**config.mk**
```make
export PLATFORM = sky130hd
export DESIGN_NAME = tbs_blend_flat
export DESIGN_NICKNAME = d
export VERILOG_FILES = /design/src/hdl/tbs_pkg.sv /design/src/hdl/tbs_if.sv /design/src/hdl/tbs_blend.sv /design/src/flat_wrapper.sv
export SDC_FILE = /design/constraint.sdc
export NUM_CORES = 1
export LEC_CHECK = 0
export BUFFER_PORTS_ARGS = -buffer_cell sky130_fd_sc_hd__buf_2
export CAP_MARGIN = 15
export CORE_MARGIN = 2
export CORE_UTILIZATION = 65
export DETAILED_ROUTE_END_ITERATION = 12
export GPL_ROUTABILITY_DRIVEN = 0
export PLACE_DENSITY_LB_ADDON = 0.08
export SLEW_MARGIN = 20
export SYNTH_ARGS = -nofsm -noshare
export SYNTH_HDL_FRONTEND = slang
export SYNTH_SLANG_ARGS = --single-unit
```
**constraint.sdc**
```tcl
create_clock -name clk_i -period 13.1 [get_ports clk_i]
set_input_delay 0 -clock clk_i [delete_from_list [all_inputs] [get_ports clk_i]]
set_output_delay 0 -clock clk_i [all_outputs]
set_load 0.005 [all_outputs]
```
**src/hdl/tbs_pkg.sv**
```systemverilog
// Package for the texture bilinear sampler: store geometry, fixed-point widths,
// channel payload types and the structs passed between the sampler's modules.
// Depends on nothing; every other file of the sampler uses it.
package tbs_pkg;

  // Texel store geometry.
  localparam int MaxWidth  = 256;
  localparam int MaxHeight = 256;
  localparam int AddrW     = $clog2(MaxWidth * MaxHeight);

  // Coordinate and dimension formats.
  localparam int CoordW   = 17;                 // unsigned Q1.16
  localparam int CoordOne = 1 << (CoordW - 1);  // 1.0
  localparam int DimW     = 9;                  // width of the dimension registers
  localparam int PosW     = CoordW + DimW;      // scaled position, 16 fractional bits
  localparam int PosFrac  = CoordW - 1;
  localparam int FracW    = 8;                  // weight fraction bits
  localparam int WeightOne = 1 << FracW;
  localparam int WeightW  = 2 * FracW + 1;      // product of two weights, up to 1.0
  localparam int ChanW    = 8;
  localparam int TexelW   = 3 * ChanW;
  localparam int AccW     = ChanW + 2 * FracW;  // channel times weight, sums stay below 2^24

  typedef enum logic {
    OpWrite  = 1'b0,
    OpSample = 1'b1
  } tbs_op_e;

  typedef enum logic {
    FilterPoint    = 1'b0,
    FilterBilinear = 1'b1
  } tbs_filter_e;

  typedef enum logic [1:0] {
    CfgFilterMode = 2'd0,
    CfgTexWidth   = 2'd1,
    CfgTexHeight  = 2'd2
  } tbs_cfg_e;

  // Input transaction payload.
  typedef struct packed {
    logic              operation;
    logic [7:0]        texel_x;
    logic [7:0]        texel_y;
    logic [ChanW-1:0]  red_in;
    logic [ChanW-1:0]  green_in;
    logic [ChanW-1:0]  blue_in;
    logic [CoordW-1:0] u_coord;
    logic [CoordW-1:0] v_coord;
  } tbs_in_t;

  // Output transaction payload.
  typedef struct packed {
    logic [ChanW-1:0] red_out;
    logic [ChanW-1:0] green_out;
    logic [ChanW-1:0] blue_out;
  } tbs_out_t;

  // Configuration as seen by the coordinate pipeline.
  typedef struct packed {
    tbs_filter_e     mode;
    logic [DimW-1:0] w_m1;
    logic [DimW-1:0] h_m1;
  } tbs_cfg_t;

  // One decoded item waiting for the memory port.
  typedef struct packed {
    tbs_op_e           op;
    logic              wr_ok;
    logic [AddrW-1:0]  addr;
    logic [TexelW-1:0] wdata;
    logic              bil;
    logic [FracW-1:0]  fu;
    logic [FracW-1:0]  fv;
  } tbs_item_t;

  // Tag travelling alongside the registered read data.
  typedef struct packed {
    logic               valid;
    logic               first;
    logic               last;
    logic [WeightW-1:0] weight;
  } tbs_rtag_t;

  // Output buffer status towards the sequencer.
  typedef struct packed {
    logic credit_ok;
    logic full;
  } tbs_blend_st_t;

  // Dimension register clamped to 1..maxv, returned minus one.
  function automatic logic [DimW-1:0] clamp_dim_m1(logic [DimW-1:0] d, int maxv);
    logic [DimW-1:0] r;
    if (d == '0) begin
      r = '0;
    end else if (32'(d) > maxv) begin
      r = DimW'(maxv - 1);
    end else begin
      r = d - DimW'(1);
    end
    return r;
  endfunction

endpackage

```
**src/hdl/tbs_if.sv**
```systemverilog


interface tbs_out_if;
  logic              valid;
  logic              ready;
  tbs_pkg::tbs_out_t payload;

  modport source (output valid, output payload, input ready);
  modport sink   (input valid, input payload, output ready);
endinterface

```
**src/hdl/tbs_blend.sv**
```systemverilog
// Blend unit: accumulates weighted texels as read data returns, rounds each
// channel, and holds results in a two-entry output buffer with credit count.
// Depends on tbs_pkg and the tbs_out_if interface.
module tbs_blend (
  input  logic                        clk_i,
  input  logic                        rst_ni,
  input  tbs_pkg::tbs_rtag_t          rtag_i,
  input  logic [tbs_pkg::TexelW-1:0]  rdata_i,
  input  logic                        credit_take_i,
  output tbs_pkg::tbs_blend_st_t      st_o,
  tbs_out_if.source                   out_o
);
  import tbs_pkg::*;

  logic [AccW-1:0] acc_q [3];
  logic [AccW-1:0] sum [3];
  logic [AccW-1:0] rnd [3];
  tbs_out_t        fifo_q [2];
  tbs_out_t        res;
  logic            wr_ptr_q, rd_ptr_q;
  logic [1:0]      fcnt_q, fcnt_d, cred_q, cred_d;
  logic            push, pop;

  // Weighted sum per channel; the weights total 1.0, so the rounded value
  // never exceeds the largest channel value.
  always_comb begin
    for (int c = 0; c < 3; c++) begin
      sum[c] = (rtag_i.first ? AccW'(0) : acc_q[c]) +
               AccW'(rdata_i[c*ChanW +: ChanW]) * AccW'(rtag_i.weight);
      rnd[c] = sum[c] + AccW'(1 << (2 * FracW - 1));
    end
    res.red_out   = rnd[2][2*FracW +: ChanW];
    res.green_out = rnd[1][2*FracW +: ChanW];
    res.blue_out  = rnd[0][2*FracW +: ChanW];
  end

  always_ff @(posedge clk_i) begin
    if (rtag_i.valid) begin
      for (int c = 0; c < 3; c++) begin
        acc_q[c] <= sum[c];
      end
    end
    if (push) begin
      fifo_q[wr_ptr_q] <= res;
    end
  end

  // Buffer occupancy and credits; a credit covers a result still in flight.
  always_comb begin
    push   = rtag_i.valid && rtag_i.last;
    pop    = out_o.valid && out_o.ready;
    fcnt_d = fcnt_q + 2'(push) - 2'(pop);
    cred_d = cred_q + 2'(credit_take_i) - 2'(pop);
  end

  always_ff @(posedge clk_i or negedge rst_ni) begin
    if (!rst_ni) begin
      wr_ptr_q <= 1'b0;
      rd_ptr_q <= 1'b0;
      fcnt_q   <= 2'd0;
      cred_q   <= 2'd0;
    end else begin
      if (push) begin
        wr_ptr_q <= !wr_ptr_q;
      end
      if (pop) begin
        rd_ptr_q <= !rd_ptr_q;
      end
      fcnt_q <= fcnt_d;
      cred_q <= cred_d;
    end
  end

  assign out_o.valid   = (fcnt_q != 2'd0);
  assign out_o.payload = fifo_q[rd_ptr_q];
  assign st_o.credit_ok = (cred_q < 2'd2);
  assign st_o.full      = (fcnt_q == 2'd2);

endmodule

```
**src/flat_wrapper.sv**
```systemverilog
// flat-port wrapper written by rule: the top's interface ports become plain ports
module tbs_blend_flat import tbs_pkg::*;
  (clk_i, rst_ni, rtag_i, rdata_i, credit_take_i, st_o, out_o_valid, out_o_payload, out_o_ready);
  tbs_out_if out_o_i ();
  input  logic clk_i;
  input  logic rst_ni;
  input  tbs_pkg::tbs_rtag_t rtag_i;
  input  logic [tbs_pkg::TexelW-1:0] rdata_i;
  input  logic credit_take_i;
  output tbs_pkg::tbs_blend_st_t st_o;
  output wire logic [$bits(out_o_i.valid)-1:0] out_o_valid;
  output wire logic [$bits(out_o_i.payload)-1:0] out_o_payload;
  input wire logic [$bits(out_o_i.ready)-1:0] out_o_ready;
  assign out_o_valid = out_o_i.valid;
  assign out_o_payload = out_o_i.payload;
  assign out_o_i.ready = out_o_ready;
  tbs_blend u_core (.clk_i(clk_i), .rst_ni(rst_ni), .rtag_i(rtag_i), .rdata_i(rdata_i), .credit_take_i(credit_take_i), .st_o(st_o), .out_o(out_o_i));
endmodule
```
==> results.toml <==
[outcome]
outcome = "finished, final reports clean"

[setup_path]
start_kind = "flop"
crit_start = "u_core.acc_q[0][36]$_DFFE_PP_"
crit_type = "flop to flop"
worstPathRequired_ns = 13.27
worst_ep_arrival_time_ns = 5.86
crit_end = "u_core.fifo_q[0][15]$_DFFE_PP_"
r2r_cells = 18
r2r_start = "u_core.acc_q[0][36]$_DFFE_PP_"
path_max_fanout = 5
cp-end-kind = "flop"
regToRegEndpoint = "u_core.fifo_q[0][15]$_DFFE_PP_"
reg2reg_slack_ns = 7.41

[yosys]
postSynthCellCount = 2076
synth.distinct_cells = 71
synth-main-ff-cell = "edfxtp_1"
yosysTopAreaCell = "fa_1"
synth_top_area_frac = 0.337
syn_nets = 2590
syn_avg_cell_area_sq_um = 9.61
ys_seq_area_frac = 0.188
ys_warn_count = 0
synth_edf_count = 120
synth_area_leaders = "fa_1, edfxtp_1, inv_1"
synthArstFlopShare = 0.0476
synth-seq-cells = 126
netlist_area_sq_um = 20000

[placement]
dp_hpwl_mm = 31.1
dpl_cell_area_sq_um = 20500
io_buffers = 74

[clocking]
clock_sink_count = 126
path_clk_slew_ns = 0.07
clk_path_buf_depth = 2
cts_hold_buf = 5
cts_setup_buffers = 0
cts_tree = "yes"
clkLatencyLatePin_ns = 0.44
cts_resized = 0
cts-root-buf = "clkbuf_16"
cts_buffers = 17
htreeDepth = 4

[timing]
finalSetupViolations = 0
relSlewSlack = 0.463
grt_setup_unrepaired = "no"
worst_slew_pin_slew_ns = 0.795
timing.hold.ws_ns = 0.0226
fin_crit_ns = 5.69
setup_tns_ns = 0
period_share = 0.435
hold_viol = 0
slew_viol_final = 0
max_freq_mhz = 176
skew_ns = 0.0143

[final_layout]
mostFrequentLayoutCells = "inv_1, fa_1, and2_1"
final_nets = 2607
area_growth_syn_to_layout_pct = 6.20
seqCellArea_sq_um = 3750
fillCellCount = 2408
final_cell_area_sq_um = 21200
drive_gt1_frac = 0.0745
final_common_cell = "inv_1"
multi_input_area_sq_um = 14100

[routing]
drc = 0
dr_total_vias = 13900
drtIter0Drc = 846
vias_per_cell = 5.54
wl_mm = 41.5
post_drt_wl_per_cell_microns = 16.6
ant_nets = 0
first_pass_iters = 5

[global_route]
grt_pass1_wl_mm = 70.7
grt_usage = 0.281
grt_max_degree = 73
grt_pass1_vias = 14800
antenna_found_initial = 0
global_route.overflow_total = 0

[die]
die-area_sq_um = 32100
die_w_microns = 179
num_rows = 64
initial_core_util = 0.656
die_h_microns = 179
io_pins = 75
design.core.area_sq_um = 30400

[job]
cap_violations = 0

[hold_path]
hold_class = "input pin to flop"
-- metal layers --
layer | vias to the layer above | track usage | part of all wire
li1 | 6374 | - | -
met1 | 7179 | 0.386 | 0.44
met2 | 277 | 0.482 | 0.50
met3 | 52 | 0.0276 | 0.038
met4 | 0 | 0.0712 | 0.018
met5 | - | 0 | 0
-- worst max-delay path, cell delays in order, from the launching register on --
cell	delay (ns)
edfxtp_1	0.33
nand2b_1	0.08
fa_1	0.55
inv_1	0.06
fa_1	0.48
fa_1	0.54
inv_1	0.05
fa_1	0.47
inv_1	0.04
ha_1	0.34
a21oi_2	0.24
o21ai_0	0.12
or4b_1	0.60
a31o_2	0.31
a31oi_1	0.22
xnor2_1	0.31
ha_1	0.35
nand4_1	0.13
xnor2_1	0.19
-- state kept, by name (all words and copies together) (netlist names) --
signal,count
u_core.fifo_q,48
u_core.rd_ptr_q,1
u_core.fcnt_q,2
u_core.acc_q,72
u_core.wr_ptr_q,1
u_core.cred_q,2
-- per-stage QoR --
step	instances	utilization	setup slack [ns]
6_report	2504	0.697	7.41
4_1_cts	2502	0.696	7.46
2_1_floorplan	2076	-	7.66
3_3_place_gp	2465	0.675	7.33
3_5_place_dp	2465	0.675	7.18
5_1_grt	2502	0.696	7.17
-- synth_stat cells (4+ instances only) --
master / count
nor2b_1: 24
a31oi_1: 7
xnor2_1: 63
and2_1: 266
o21a_1: 13
nand2_1: 179
a21o_1: 13
a211oi_1: 5
a2111oi_0: 4
ha_1: 130
inv_1: 469
and3_1: 9
o211ai_1: 12
o21ai_0: 27
edfxtp_1: 120
xor2_1: 17
nand3_1: 19
dfrtp_1: 6
a21oi_1: 42
nand2b_1: 76
a31o_2: 5
nor2_1: 38
nor3_1: 9
a221oi_1: 4
and4_1: 5
clkbuf_1: 83
fa_1: 336
nand4_1: 9
mux2_2: 24
-- final cells by class --
cell class	instances	share of cell area
flip-flops and latches	126	0.177
well taps	396	0.0234
diodes	2	0.000236
clock buffers	18	0.0202
clock inverters	14	0.00815
repair buffers	83	0.0214
inverters	469	0.0831
multi-input cells	1396	0.666
-- cells by family after synthesis --
| kind of cell | after synthesis | synth area share |
|---|---|---|
| xor gates and xnor gates | 81 | 0.0359 |
| adders and majority gates | 466 | 0.419 |
| AOI/OAI and AO/OA | 170 | 0.0591 |
| DFF | 126 | 0.188 |
| buffers and inverters | 554 | 0.104 |
| and+or+nand+nor | 654 | 0.180 |
| muxes | 25 | 0.0140 |
-- how the worst min path moves through the flow --
stage	start	to	cells past startpoint
final	rtag_i[19]	u_core.acc_q[0][41]$_DFFE_PP_	1
after global routing	rtag_i[19]	u_core.acc_q[0][47]$_DFFE_PP_	1
after CTS	rtag_i[19]	u_core.acc_q[0][38]$_DFFE_PP_	1
after detailed placement	rst_ni	u_core.fcnt_q[0]$_DFF_PN0_	1
after global placement	rst_ni	u_core.wr_ptr_q$_DFFE_PN0P_	1
after floorplan	rst_ni	u_core.cred_q[0]$_DFF_PN0_	0
Power is left out: the tool's default activity adds up to more than one toggle a clock period on the data nets, which glitch-free logic cannot reach.
